==> config.mk <==
export PLATFORM = sky130hd
export DESIGN_NAME = msc_alu
export DESIGN_NICKNAME = d
export VERILOG_FILES = /design/src/msc_pkg.sv /design/src/msc_alu.sv
export SDC_FILE = /design/constraint.sdc
export NUM_CORES = 1
export LEC_CHECK = 0
export ABC_AREA = 1
export BUFFER_PORTS_ARGS = -buffer_cell sky130_fd_sc_hd__buf_2
export CAP_MARGIN = 20
export CORE_MARGIN = 10
export CORE_UTILIZATION = 35
export DETAILED_ROUTE_END_ITERATION = 16
export MAX_ROUTING_LAYER = met4
export PLACE_DENSITY = 0.51
export SYNTH_ARGS = -nofsm -noshare
export SYNTH_HDL_FRONTEND = slang
export SYNTH_SLANG_ARGS = --single-unit
==> constraint.sdc <==
create_clock -name vclk -period 8.6
set_input_delay 1.72 -clock vclk [all_inputs]
set_output_delay 1.72 -clock vclk [all_outputs]
set_load 0.1 [all_outputs]
==> src/msc_pkg.sv <==
package msc_pkg;

  localparam logic [3:0] ST_OK             = 4'd0;
  localparam logic [3:0] ST_NOT_READY      = 4'd1;
  localparam logic [3:0] ST_HALTED         = 4'd2;
  localparam logic [3:0] ST_FETCH_ALIGN    = 4'd3;
  localparam logic [3:0] ST_BELOW_BASE     = 4'd4;
  localparam logic [3:0] ST_PAST_ROM       = 4'd5;
  localparam logic [3:0] ST_BAD_FUNCT      = 4'd6;
  localparam logic [3:0] ST_BAD_OPCODE     = 4'd7;
  localparam logic [3:0] ST_LOAD_ALIGN     = 4'd8;
  localparam logic [3:0] ST_LOAD_UNMAPPED  = 4'd9;
  localparam logic [3:0] ST_STORE_ALIGN    = 4'd10;
  localparam logic [3:0] ST_STORE_UNMAPPED = 4'd11;

  localparam logic [5:0] OP_SPECIAL = 6'h00;
  localparam logic [5:0] OP_J       = 6'h02;
  localparam logic [5:0] OP_BEQ     = 6'h04;
  localparam logic [5:0] OP_ADDI    = 6'h08;
  localparam logic [5:0] OP_LUI     = 6'h0F;
  localparam logic [5:0] OP_LW      = 6'h23;
  localparam logic [5:0] OP_SW      = 6'h2B;

  localparam logic [5:0] FN_SLL = 6'h00;
  localparam logic [5:0] FN_JR  = 6'h08;
  localparam logic [5:0] FN_ADD = 6'h20;
  localparam logic [5:0] FN_SUB = 6'h22;

  localparam logic [31:0] ROM_BASE     = 32'hBFC0_0000;
  localparam logic [31:0] SCR_BASE     = 32'h7000_0000;
  localparam logic [31:0] IO_BASE      = 32'h1C00_0000;
  localparam logic [31:0] JUMP_HI_MASK = 32'hF000_0000;
  localparam logic [31:0] JUMP_IDX_MASK = 32'h03FF_FFFF;

  localparam logic [1:0] SEL_MAIN    = 2'd0;
  localparam logic [1:0] SEL_SCRATCH = 2'd1;
  localparam logic [1:0] SEL_IO      = 2'd2;

  typedef struct packed {
    logic [3:0]  status;
    logic        wr;
    logic [4:0]  idx;
    logic [31:0] val;
    logic        load;
    logic        store;
    logic [1:0]  sel;
    logic [31:0] npc;
    logic [31:0] addr;
  } exec_t;

endpackage

==> src/msc_alu.sv <==
module msc_alu import msc_pkg::*; #(
  parameter int MAIN_RAM_WORDS = 4096,
  parameter int SCRATCH_WORDS = 4096,
  parameter int IO_RAM_WORDS = 4096
) (
  input  logic [31:0] pc,
  input  logic [22:0] rom_size,
  input  logic        halted,
  input  logic [31:0] ins,
  input  logic [31:0] a,
  input  logic [31:0] b,
  output exec_t       x
);
  localparam logic [32:0] MainBytes = 33'(MAIN_RAM_WORDS) << 2;
  localparam logic [32:0] ScrBytes  = 33'(SCRATCH_WORDS) << 2;
  localparam logic [32:0] IoBytes   = 33'(IO_RAM_WORDS) << 2;

  logic [5:0]  op, fn;
  logic [4:0]  rt, rd, sh;
  logic [31:0] simm, seq, addr, off_s, off_i, rom_off;
  logic        in_main, in_scr, in_io, mapped;

  always_comb begin
    op   = ins[31:26];
    rt   = ins[20:16];
    rd   = ins[15:11];
    sh   = ins[10:6];
    fn   = ins[5:0];
    simm = {{16{ins[15]}}, ins[15:0]};
    seq  = pc + 32'd4;
    addr = a + simm;
    off_s = addr - SCR_BASE;
    off_i = addr - IO_BASE;
    rom_off = pc - ROM_BASE;
    in_main = {1'b0, addr} < MainBytes;
    in_scr  = (addr >= SCR_BASE) && ({1'b0, off_s} < ScrBytes);
    in_io   = (addr >= IO_BASE) && ({1'b0, off_i} < IoBytes);
    mapped  = in_main || in_scr || in_io;

    x = '0;
    x.npc = seq;
    x.status = ST_OK;
    if (in_main) begin
      x.sel = SEL_MAIN;
      x.addr = addr;
    end else if (in_scr) begin
      x.sel = SEL_SCRATCH;
      x.addr = off_s;
    end else begin
      x.sel = SEL_IO;
      x.addr = off_i;
    end

    if (rom_size == '0) begin
      x.status = ST_NOT_READY;
    end else if (halted) begin
      x.status = ST_HALTED;
    end else if (pc[1:0] != 2'b00) begin
      x.status = ST_FETCH_ALIGN;
    end else if (pc < ROM_BASE) begin
      x.status = ST_BELOW_BASE;
    end else if (({1'b0, rom_off} + 33'd4) > {10'd0, rom_size}) begin
      x.status = ST_PAST_ROM;
    end else begin
      case (op)
        OP_SPECIAL: begin
          case (fn)
            FN_SLL: begin x.wr = 1'b1; x.idx = rd; x.val = b << sh; end
            FN_ADD: begin x.wr = 1'b1; x.idx = rd; x.val = a + b; end
            FN_SUB: begin x.wr = 1'b1; x.idx = rd; x.val = a - b; end
            FN_JR:  x.npc = a;
            default: x.status = ST_BAD_FUNCT;
          endcase
        end
        OP_LUI:  begin x.wr = 1'b1; x.idx = rt; x.val = {ins[15:0], 16'd0}; end
        OP_ADDI: begin x.wr = 1'b1; x.idx = rt; x.val = addr; end
        OP_BEQ: begin
          if (a == b) begin
            x.npc = seq + {simm[29:0], 2'b00};
          end
        end
        OP_LW: begin
          if (addr[1:0] != 2'b00) begin
            x.status = ST_LOAD_ALIGN;
          end else if (!mapped) begin
            x.status = ST_LOAD_UNMAPPED;
          end else begin
            x.wr = 1'b1; x.idx = rt; x.load = 1'b1;
          end
        end
        OP_SW: begin
          if (addr[1:0] != 2'b00) begin
            x.status = ST_STORE_ALIGN;
          end else if (!mapped) begin
            x.status = ST_STORE_UNMAPPED;
          end else begin
            x.store = 1'b1;
          end
        end
        OP_J: x.npc = (seq & JUMP_HI_MASK) | ((ins & JUMP_IDX_MASK) << 2);
        default: x.status = ST_BAD_OPCODE;
      endcase
    end

    if (x.status != ST_OK || x.idx == 5'd0) begin
      x.wr = 1'b0;
      x.load = 1'b0;
    end
    if (x.status != ST_OK) begin
      x.store = 1'b0;
    end
  end
endmodule

### After elaboration in Yosys (flattened, before gate mapping)

Cells that the tools add are included.

| cells by class | value |
|---|---|
| add/sub/neg operators | 9 |
| $lt $le $gt $ge | 7 |
| equality and inequality tests | 10 |
| shift-type cells | 1 |
| mux-type cells | 40 |
| bitwise operators | 1 |
| reductions and logical operators | 15 |

Operator list:

| cell | number |
|---|---|
| 32-bit 2-to-1 mux | 9 |
| 40-bit 2-to-1 mux | 5 |
| 32-bit case mux with 3 select lines | 2 |
| 38-bit case mux with 3 select lines | 1 |
| 32-bit adder | 3 |
| 32-bit by 15-bit less-than comparator with 1-bit output (second input constant) | 3 |
| 4-bit 2-to-1 mux | 9 |
| 32-bit by 3-bit adder with 33-bit output (second input constant) | 1 |
| 33-bit by 23-bit greater-than comparator with 1-bit output | 1 |
| 32-bit by 3-bit adder with 32-bit output (second input constant) | 1 |
| 32-bit equality test | 1 |
| 32-bit by 29-bit >= comparator with 1-bit output (second input constant) | 1 |
| 32-bit by 31-bit >= comparator with 1-bit output (second input constant) | 1 |
| 32-bit less-than comparator (second input constant) | 1 |
| 32-bit by 28-bit bitwise OR with 32-bit output | 1 |
| 32-bit by 5-bit left shift with 32-bit output | 1 |
| 32-bit by 29-bit subtractor with 32-bit output (second input constant) | 1 |
| 32-bit by 31-bit subtractor with 32-bit output (second input constant) | 1 |
| 32-bit subtractor | 1 |
| 32-bit subtractor (second input constant) | 1 |
| 6-bit equality test (second input constant) | 4 |
| 23-bit logical NOT | 1 |
| 6-bit by 4-bit equality test with 1-bit output (second input constant) | 3 |
| 6-bit case mux with 3 select lines | 1 |
| 15 further kinds | 29 |

| word-level totals | value |
|---|---|
| register bits after elaboration | 0 |
| input bits | 152 |
| output and inout port bits | 110 |

### Logic depth before layout (Yosys ltp)

| logic depth | value |
|---|---|
| depth after elaboration | 17 |
| gate-level depth with buffers | 31 |
| gate-level depth less buffers | 31 |

### Worst setup path after synthesis

Ideal clock, no wire load.

| timing | value |
|---|---|
| path kind | input-to-output |
| from | in a[0] |
| to | out x[66] (netlist bit) |
| data arrival time | 7.259 ns |
| required time | 6.880 ns |
| slack | -0.379 ns |
| stages on the path | 20 |
| path buffers | 0 |
| cell sequence | ha_1 > inv_1 > fa_1 > inv_1 > nand2_1 > nand2_1 > nand3_1 > nand2_1 > nand3_1 > nand4_1 > nand2_1 > nor2_1 > nand2_1 > inv_1 > nand2_1 > nand2_1 > nand2_1 > nand3_1 > nand2_1 > nor4_1 |

RTL lines:

| what | RTL line | source |
|---|---|---|
| start: declaration | msc_alu.sv:10 | `input logic [31:0] a,` |
| end: declaration | msc_alu.sv:12 | `output exec_t x` |

==> qor.csv <==
metric;value;unit
status;finished clean;
post-CTS setup buffers;0;
RSZ-0062 raised after global routing;false;
FF+latch count;0;
Pwr per Cell Area;81.65;nW/um^2
hold buffer count at cts;0;
core area;38830;um^2
Non-Filler Instances;3439;
largest net degree at the start of global routing;64;
routed len/inst;23.96;um
Initial Util;0.3558;
Cell Rows;72;
Max Fclk;122.3;MHz
yosys warns;0;
GR Layer Usage met3;0.04144;
Setup crit end kind;output pin;
Tcrit/Tclk final;0.9507;
register area;0;um^2
hold slack;3.897;ns
Hold Path Class;in -> out;
grt total ovfl;0;
I/O pin count;262;
Cells after DPL;3432;
global placer's final weighted congestion;1.046;
Yosys cell types;57;
Fin. Hold Viols;0;
cell count after synthesis;2705;
hpwl dp;70720;um
Setup CP Type;in -> out;
M1 GR Usage;0.4041;
post-layout min period;8.176;ns
DIE AREA;47820;um^2
via-per-instance ratio;5.732;
Area contributors post-synth;nand2_1, ha_1, inv_1;
DP Area;16210;um^2
Post-Syn Area;13810;um^2
max-slew violations;0;
Syn Nets;3013;
Final Setup Violations;0;
Routed WL;82400;um
most numerous cell in the Yosys netlist;nand2_1;
met2 GRT Util;0.5627;
number of global-route vias before repair;18690;
crit path launch type;primary input;
Final ANT Viol Nets;0;
max-cap check violation count;0;
initial antenna violation count;9;
Pleak;8.684;nW
port buffer count;262;
crit path max fanout;13;
critical path required time;6.88;ns
Starting DRT DRC Count;1981;
Horiz. Die Dim;218.7;um
drc violations;0;
sequential area share after synthesis;0;
post-layout instance area;16240;um^2
drt first pass iters;6;
Worst Path Arrival;6.46;ns
via count;19710;
Synth area leader;nand2_1;
Post-Syn Area per Cell;5.107;um^2
GRT Util Overall;0.3358;
Slew @ Worst Pin;1.110;ns
most used routing layer;met2;
Die Height;218.7;um
top cells by count, synth;nand2_1, inv_1, nor2_1, a21oi_1, o21ai_0;
synthesis-to-finish area growth;17.56;%
Final TNS setup;0;ns
# nets final;3225;
area share of the largest cell type after synthesis;0.1856;
VDD IR max;0.00008129;V
Clock Buffer Count;0;
Max-slew headroom;0.2589;
share of cells above drive strength 1;0.1208;
first-pass GRT wire length;119000;um
[stage by stage]
stage | setup WS, ns | utilization | total power [mW]
after floorplan | 0.2298 | - | 0.9080
after global placement | 0.6500 | 0.4175 | 1.297
after detailed placement | 0.4464 | 0.4175 | 1.300
after CTS | 0.4524 | 0.4175 | 1.304
after global routing | 0.02376 | 0.4183 | 1.420
final | 0.4238 | 0.4183 | 1.326
[critical path: stages]
cell      delay, ns
buf_2          0.11
nand2_1        0.08
nor2_1         0.12
nand2_1        0.16
nor2_1         0.20
nand4_1        0.14
nor2_1         0.20
nand2_1        0.12
nor2_1         0.19
nand2_1        0.07
nand2_1        0.13
inv_1          0.12
ha_1           0.32
nand2_1        0.12
nor2_1         0.07
a211oi_1       0.31
a21boi_0       0.24
o21ai_0        0.10
nand2_1        0.07
nand2_1        0.06
nor2_2         0.20
nand4_4        0.27
nor2_8         0.34
buf_4          0.27
nor2_1         0.05
a21oi_1        0.27
inv_1          0.07
buf_2          0.30
[repair_timing]
action,CTS,global route
gates resized for setup,0,1
hold endpoints to repair,0,0
endpoints found under the setup margin,0,11
[final timing paths]
path | start | to | cells after the start | slack, ns
min | halted | x[106] | 3 | 3.90
max | pc[5] | x[37] | 28 | 0.42
[where the power goes]
part / internal (mW) / total, mW / switching, mW
logic: 0.312 / 1.33 / 1.01
clock network: 0.0000000395 / 0.0000000395 / 0
registers: 0 / 0 / 0
total: 0.312 / 1.33 / 1.01
[kinds of logic after synthesis]
| family | count (synthesis) | synth area share |
|---|---|---|
| XOR/XNOR | 59 | 0.03795 |
| adder cells (fa/ha/maj) | 156 | 0.1435 |
| multiplexers | 12 | 0.008695 |
| AND/OR/NAND/NOR | 1251 | 0.3837 |
| AO/OA/AOI/OAI | 666 | 0.2729 |
| buffers and inverters | 561 | 0.1533 |
[per-layer routing]
metal  up-vias  wire (um)
li1       9344          -
met1      9199      33590
met2       981      38640
met3       189       6227
met4         0       3949
met5         -          0
[cells in the final DEF, fill, tap and decap left out, drive strengths merged, types with 11 or more instances in the layout]
master,synthesis,routed
nor4,24,24
a22oi,17,17
o21ai,241,241
xnor2,25,25
or2,18,18
ha,152,152
nand4,42,42
a21o,12,12
mux2i,12,12
nor3,46,46
nand2,688,688
a21oi,250,250
a31oi,24,24
inv,472,472
o211ai,23,23
nand3b,11,11
o21bai,13,13
buf,10,295
o221ai,18,18
xor2,34,34
o22ai,18,18
nand3,128,128
nor2,284,285
[layout make-up]
type                            count  area, um^2
Antenna cell                        6       15.01
Multi-Input combinational cell   2145       11770
Inverter                          475        1783
Tap cell                          518       648.1
Timing Repair Buffer              295        2024
Fill cell                        4521       22590
Note: power is estimated with default switching activity, not from simulation.
