$ cat src/msc_ram.sv
module msc_ram #(
  parameter int WIDTH = 32,
  parameter int DEPTH = 32,
  parameter int AW = 5
) (
  input  logic             clk,
  input  logic             we,
  input  logic [AW-1:0]    waddr,
  input  logic [WIDTH-1:0] wdata,
  input  logic [AW-1:0]    raddr,
  output logic [WIDTH-1:0] rdata
);
  logic [WIDTH-1:0] mem [DEPTH];

  always_ff @(posedge clk) begin
    if (we) begin
      mem[waddr] <= wdata;
    end
    rdata <= mem[raddr];
  end
endmodule

$ cat config.mk
export PLATFORM = sky130hd
export DESIGN_NAME = msc_ram
export DESIGN_NICKNAME = d
export VERILOG_FILES = /design/src/msc_ram.sv
export SDC_FILE = /design/constraint.sdc
export NUM_CORES = 1
export LEC_CHECK = 0
export BUFFER_PORTS_ARGS = -buffer_cell sky130_fd_sc_hd__buf_2
export CAP_MARGIN = 20
export CORE_UTILIZATION = 40
export CTS_CLUSTER_SIZE = 8
export DETAILED_ROUTE_END_ITERATION = 8
export PLACE_DENSITY = 0.66
export REMOVE_ABC_BUFFERS = 1
export SLEW_MARGIN = 10
export SYNTH_ARGS = -nofsm -noshare
export SYNTH_HDL_FRONTEND = slang
export SYNTH_SLANG_ARGS = --single-unit
export TNS_END_PERCENT = 30
$ cat constraint.sdc
create_clock -name clk -period 3 [get_ports clk]
set_clock_uncertainty 0.15 [all_clocks]
set_input_delay 0.15 -clock clk [delete_from_list [all_inputs] [get_ports clk]]
set_output_delay 0.15 -clock clk [all_outputs]
set_load 0.1 [all_outputs]
Yosys cells after proc, flatten, opt, wreduce, memory -nomap -nowiden. Memory sizes are Yosys's and may differ from the RTL's. A register that Yosys moved wholly into a read port is not among the register bits. Index checks and enable logic that the tools add are counted.

Register bits: 0. Memory bits (writable): 1024. Input bits: 44. Output and inout port bits: 32. Word-level logic and storage cells: 3. Memories: 1.

Memory list: mem (words 32, width 32, rd ports 1, clocked after Yosys merged registers in 1, write ports 1, RTL line 13) `logic [WIDTH-1:0] mem [DEPTH];`.

Muxes and demuxes: 2.

Operator list (number): $mux 1 (2).

Depth between registers and ports, before layout. Gate-level depths: netlist of the first run.

Depth after elaboration: 2. Depth in mapped cells: 8. Depth with buffers taken out: 5.

Worst setup path after synthesis of the first run. Ideal clock, no wire load.

Path kind: input to register. Start: input waddr[1]. End: memory mem[12][0] (enable). Library setup time: 0.421 ns. Arrival: 2.163 ns. Required time: 2.429 ns. Path slack: 0.266 ns. Stages: 3. Buffers on the path: 1. Cells stage by stage: or3b_2 > clkbuf_1 > nor2_1.

RTL lines: from (decl) (RTL line 8) `input logic [AW-1:0] waddr,`; to (decl) (RTL line 13).

No word-level cell before the write port.

==> impl_metrics.yaml, run 1 <==
outcome:
  status: "complete, no violations"
route:
  remaining_drc_errors: 0
  vias_per_cell: 5.55
  drtIter0Drc: 2055
  dr.pass1.iters: 6
  drtAntennaViolNets: 0
  routed_wl_mm: 100
  wire_per_inst_um: 25.5
  vias: 21700
sta:
  rsz0062_at_grt: "no"
  maxSlewHeadroom_pct: 44.0
  fmax_ghz: 0.481
  setup_ws_ps: 920
  min_period_over_period_pct: 69.3
  slew_violations: 0
  final-setup-viol-count: 0
  tightest_slew_ps: 837
  finalHoldViolations: 0
  min_period_ps: 2080
setup_path:
  path_cells: "dlygate4sd3_1 -> buf_8 -> buf_12 -> buf_12 -> mux2i_1 -> a22o_1 -> nor3_1 -> a31oi_1 -> nand3_1"
  regToRegSetupSlack_ps: 1520
  crit_fanout: 33
  cp.required_ps: 3430
  crit_start: "raddr[0]"
  r2r-start: "mem[1][2]"
  cp-start-kind: "input pin"
  cpPeakStageDelay_ps: 570
  end_kind: "flip-flop"
  path_common_cell: "buf_12"
  arrival_ps: 2510
  worst-setup-path-type: "input pin to flip-flop"
  slowest_stage: "dlygate4sd3_1"
cells_and_area:
  area_delta_synth_final_pct: 18.6
  seqCellArea_mm2: 0.0314
  drive_above_1_share_pct: 15.3
  multiInputGateArea_mm2: 0.00861
  nFillCells: 8207
  layout.nets: 2561
  final_cell_count_no_fill: 3921
  fin_util_pct: 47.9
min_path:
  hp-start: "raddr[4]"
  hold_class: "input pin to flip-flop"
global_routing:
  grt_pass1_wl_mm: 146
  overflow: 0
  grt_util_all_layers_pct: 19.5
  grt_pass1_vias: 22200
  antenna_found_initial: 3
  grt_start_max_net_pins: 57
logic_synthesis:
  synth_cell_types: 25
  synth_top_area_cell: "edfxtp_1"
  ys_ff_latch: 1056
  syn_area_per_cell_um2: 17.9
  ys_seq_area_share_pct: 77.5
  synth_top_area_share_pct: 76.0
  synth_top_flop_cell: "edfxtp_1"
  async_flop_share_pct: 0
  synth_area_leaders: "edfxtp_1, mux2i_1, a22oi_1, dfxtp_1, a22o_1"
  syn-cell-area_mm2: 0.0405
  yosys_warnings: 0
  syn-instance-count: 2260
  synth_edf_count: 1024
pwr:
  powerDensity_mw_per_mm2: 708
  leakagePower_nw: 16.8
  max-vdd-ir-drop_mv: 0.503
  p_total_mw: 34.0
clocking:
  htreeDepth: 4
  clk_latency_ps: 740
  clk_pin_slew_ps: 50
  postCtsSetupRepairBufs: 0
  cts-root-buf: "clkbuf_16"
  clk_path_buf_depth: 3
  cts_tree: "built"
  cts_made_buffers: 149
  clock-sinks: 1056
placement:
  place_inst: 3626
  dpl_worst_slack_ps: 746
  gp_congestion: 0.796
  port_buffers: 75
  dp.final_hpwl_mm: 56.0
floorplan:
  placementRows: 116
  die_w_um: 320
  die_y_um: 320
  initial_utilization_pct: 40.4
  core_mm2: 0.100
  die_area_mm2: 0.102
  ios: 76
flow_run:
  drv_cap: 0
[final cells by class]
class                           instances  area share, %
Sequential cell                      1056           65.4
Multi-Input combinational cell       1077           17.9
Clock buffer                          243           8.64
Timing Repair Buffer                  233           4.20
Tap cell                             1298           3.38
Clock inverter                         12          0.441
Antenna cell                            2         0.0104
[synth_stat cells (2+ instances only)]
cell type / count
a21oi_1: 96
a22o_1: 64
a22oi_1: 96
a31oi_1: 32
buf_1: 5
buf_2: 26
buf_4: 33
buf_6: 15
clkbuf_1: 46
clkbuf_4: 2
dfxtp_1: 32
edfxtp_1: 1024
mux2i_1: 512
nand2_1: 98
nand2b_1: 2
nand3_1: 98
nand3b_1: 5
nor2_1: 34
nor3_1: 32
or3b_2: 3
[flip-flops by register name, summed over array words and instances, names as in the netlist]
| name | flops |
|---|---|
| mem | 1024 |
| rdata | 32 |
[path summary, 6_finish.rpt]
kind / end / cells after the start
worst max register to register: rdata[2] / 5
worst max-delay path: rdata[16] / 9
worst min register to register: rdata[11] / 4
worst min-delay path: rdata[10] / 5
[critical path: cells and delay by family]
kind	cells	cell delay (ps)
and+or+nand+nor	2	180
AOI/OAI and AO/OA	2	490
buffers and inverters	4	1410
muxes	1	200
[cells by family after synthesis]
| logic type | count (synthesis) | synth area share (%) |
|---|---|---|
| AO/OA/AOI/OAI | 288 | 4.85 |
| flip-flops | 1056 | 77.5 |
| buffers and inverters | 127 | 1.86 |
| AND/OR/NAND/NOR | 277 | 3.10 |
| multiplexers | 512 | 12.7 |
[routing by layer]
| metal | vias up | track usage [%] | wire length, um |
|---|---|---|---|
| li1 | 9516 | - | - |
| met4 | 4 | 6.98 | 2510 |
| met5 | - | 0 | 24 |
| met3 | 153 | 4.09 | 7610 |
| met1 | 11200 | 26.4 | 42400 |
| met2 | 836 | 31.2 | 47500 |
[cells in the final DEF (no fill, tap or decap), drive strengths merged]
| cell type | Yosys | layout |
|---|---|---|
| nor3 | 32 | 32 |
| edfxtp | 1024 | 1024 |
| or3b | 3 | 3 |
| or2 | 1 | 1 |
| buf | 79 | 195 |
| nand3b | 5 | 5 |
| a22oi | 96 | 96 |
| diode | 0 | 2 |
| nor2 | 34 | 34 |
| a31oi | 32 | 32 |
| inv | 0 | 6 |
| a22o | 64 | 64 |
| clkbuf | 48 | 243 |
| nand2b | 2 | 2 |
| dlygate4sd3 | 0 | 38 |
| mux2i | 512 | 512 |
| dfxtp | 32 | 32 |
| and2b | 1 | 1 |
| nor2b | 1 | 1 |
| nand2 | 98 | 98 |
| clkinv | 0 | 6 |
| and2 | 1 | 1 |
| a21oi | 96 | 96 |
| nand3 | 98 | 98 |
| or3 | 1 | 1 |
[stage by stage]
| stage | hold slack [ps] | TNS [ps] | instance area [um2] |
|---|---|---|---|
| final | 46.5 | 0 | 48000 |
| after global placement | 428 | 0 | 43300 |
| after floorplan | 98.9 | -72860 | 39700 |
| after detailed placement | 433 | 0 | 43300 |
| after global routing | 47.7 | 0 | 48000 |
| after CTS | 6.46 | 0 | 48000 |
[power breakdown]
| group | total, mW | switching [mW] | leakage, nW | internal, mW |
|---|---|---|---|---|
| Clock | 15.5 | 6.06 | 2.07 | 9.41 |
| Combinational | 2.02 | 1.45 | 5.27 | 0.571 |
| Sequential | 16.5 | 0.0664 | 9.49 | 16.4 |
[repair_timing]
| item | CTS | global route |
|---|---|---|
| endpoints found under the hold margin | 1048 | 0 |
| gates resized for setup | 0 | 0 |
| endpoints found under the setup margin | 0 | 0 |
| hold buffers | 38 | 0 |
Note: power is estimated with default switching activity, not from simulation.
==> run 2: changes to the inputs <==
ABC_AREA = 1   (was not set)
clock period = 2.2 ns   (was 3 ns; I/O delays follow)
==> run 2 against run 1 <==
Effect of this change:
- design area up 4.0%
- worst setup slack worse by 770 ps
- utilization down 0.50 points
- global-route usage up 1.6 points
- the flow now finishes with violations (design-rule violations)
- clock power up 38%
- first-iteration DRC count up 59%
- sequential power up 36%
==> impl_metrics.yaml, run 2 <==
min_path:
  hold_class: "input pin to flip-flop"
  min_path_cells: 5
  hp-start: "waddr[0]"
floorplan:
  core_mm2: 0.105
  initial_utilization_pct: 40.3
  placementRows: 119
  ios: 76
  die_y_um: 328
  die_w_um: 328
  die_area_mm2: 0.107
logic_synthesis:
  syn-instance-count: 3536
  synth_top_area_share_pct: 72.5
  synthTopCellsByCount: "nand2_1, edfxtp_1, nand3_1"
  synth_top_area_cell: "edfxtp_1"
  synth_area_leaders: "edfxtp_1, nand2_1, nand3_1, buf_6, dfxtp_1"
  async_flop_share_pct: 0
  syn_area_per_cell_um2: 12.0
  ys_ff_latch: 1056
  synth_cell_types: 14
  synth_edf_count: 1024
  syn-cell-area_mm2: 0.0424
  yosys_warnings: 0
  synth_most_common_cell: "nand2_1"
  ys_seq_area_share_pct: 74.0
  synth_top_flop_cell: "edfxtp_1"
sta:
  tightest_slew_ps: 606
  min_period_over_period_pct: 93.2
  min_period_ps: 2050
  fmax_ghz: 0.487
  rsz0062_at_grt: "no"
  slew_violations: 0
  final-setup-viol-count: 0
  finalHoldViolations: 0
  maxSlewHeadroom_pct: 59.6
cells_and_area:
  largest_register_ff_count: 1024
  layout_commonest_cell: "nand2_1"
  reg.largest.list: "mem: 1024 flops, rdata: 32 flops"
  layout.nets: 3763
  seqCellArea_mm2: 0.0314
  area_delta_synth_final_pct: 17.7
  nFillCells: 9055
  multiInputGateArea_mm2: 0.00967
  drive_above_1_share_pct: 10.7
  top_register: "mem"
  final_cell_count_no_fill: 5223
  mostFrequentLayoutCells: "nand2_1, edfxtp_1, nand3_1, clkbuf_16, clkbuf_1"
  diodes: 0
route:
  routed_wl_mm: 114
  remaining_drc_errors: 2
  dr.pass1.iters: 8
  drtIter0Drc: 3261
  vias: 27900
  drtAntennaViolNets: 0
  vias_per_cell: 5.34
  wire_per_inst_um: 21.8
clocking:
  clk_latency_ps: 740
  clk_path_buf_depth: 3
  clk_pin_slew_ps: 50
  cts-root-buf: "clkbuf_16"
  cts_made_buffers: 150
  clock-sinks: 1056
  cts_tree: "built"
  postCtsSetupRepairBufs: 0
  htreeDepth: 4
pwr:
  max-vdd-ir-drop_mv: 0.765
  p_total_mw: 47.1
  powerDensity_mw_per_mm2: 944
  leakagePower_nw: 18.3
setup_path:
  end_kind: "flip-flop"
  worstRegToRegCells: 9
  crit_fanout: 59
  crit_start: "raddr[1]"
  cp.required_ps: 2660
  cp-start-kind: "input pin"
  worst-setup-path-type: "input pin to flip-flop"
  arrival_ps: 2510
  r2r-start: "mem[0][11]"
placement:
  dp.final_hpwl_mm: 57.9
  port_buffers: 75
  gp_congestion: 0.777
  place_inst: 4914
outcome:
  status: "finished with violations"
  violations: "design-rule violations"
global_routing:
  antenna_found_initial: 2
  grt_start_max_net_pins: 79
  grt_util_all_layers_pct: 21.1
  grt_pass1_wl_mm: 169
  overflow: 0
  grt_pass1_vias: 26700
flow_run:
  drv_cap: 0
[run 2: changes by cell type after synthesis, sizes merged, moves of 96 or more]
| cell | change |
|---|---|
| buf | +115 |
| a21oi | -96 |
| nand3 | +682 |
| mux2i | -512 |
| a22oi | -96 |
| nand2 | +1342 |
[run 2: per-stage QoR]
step | worst slack [ps] | setup TNS, ps | utilization (%) | area (um2) | hold slack (ps)
3_5_place_dp | 341 | 0 | 42.8 | 45000 | 447
6_report | 149 | 0 | 47.4 | 49900 | 95.4
4_1_cts | 15.0 | 0 | 47.4 | 49900 | 57.0
2_1_floorplan | -734 | -144840 | - | 40900 | 58.9
5_1_grt | 57.5 | 0 | 47.4 | 49900 | 121
3_3_place_gp | 370 | 0 | 42.8 | 45000 | 446
[run 2: report_power, final]
part | internal, mW | total (mW) | switching, mW
logic | 0.804 | 3.18 | 2.37
registers | 22.4 | 22.5 | 0.0985
clock network | 13.2 | 21.4 | 8.25
total | 36.4 | 47.1 | 10.7
[run 2: repair_timing]
action / in CTS / in global routing
hold buffers: 42 / 0
endpoints found under the setup margin: 0 / 2
endpoints found under the hold margin: 1059 / 0
resized for setup: 0 / 4
[run 2: cell type report]
class | instances | share of cell area, %
Sequential cell | 1056 | 62.9
Multi-Input combinational cell | 2252 | 19.4
Clock buffer | 256 | 8.63
Timing Repair Buffer | 248 | 5.26
Tap cell | 1391 | 3.49
Clock inverter | 9 | 0.216
Inverter | 10 | 0.155
Timing Repair inverter | 1 | 0.0226
[run 2: kinds of logic after synthesis]
logic type | share of synthesized area [%]
DFF | 74.0
and+or+nand+nor | 22.2
buffers and inverters | 3.74
[run 2: worst max-delay path, stage by stage]
cell and delay [ps]:
dlygate4sd3_1 580, buf_8 200, inv_8 140, buf_12 310, nand3_1 130, nand3_1 100, nand2_1 70, nand2_1 60
nand2_1 60, nand2_1 70, nand2_1 50, dlygate4sd3_1 560
[run 2: per-layer routing]
metal	part of all wire (%)	global-route usage [%]
met5	0.020	0
met4	3.4	8.10
met3	9.3	4.11
met2	47	33.8
met1	40	28.5
[run 2: path summary, 6_finish.rpt]
| check | end | slack, ps |
|---|---|---|
| worst min register to register | rdata[3] | 600 |
| worst min-delay path | mem[29][27] | 100 |
| worst max-delay path | rdata[11] | 150 |
| worst max register to register | rdata[11] | 450 |
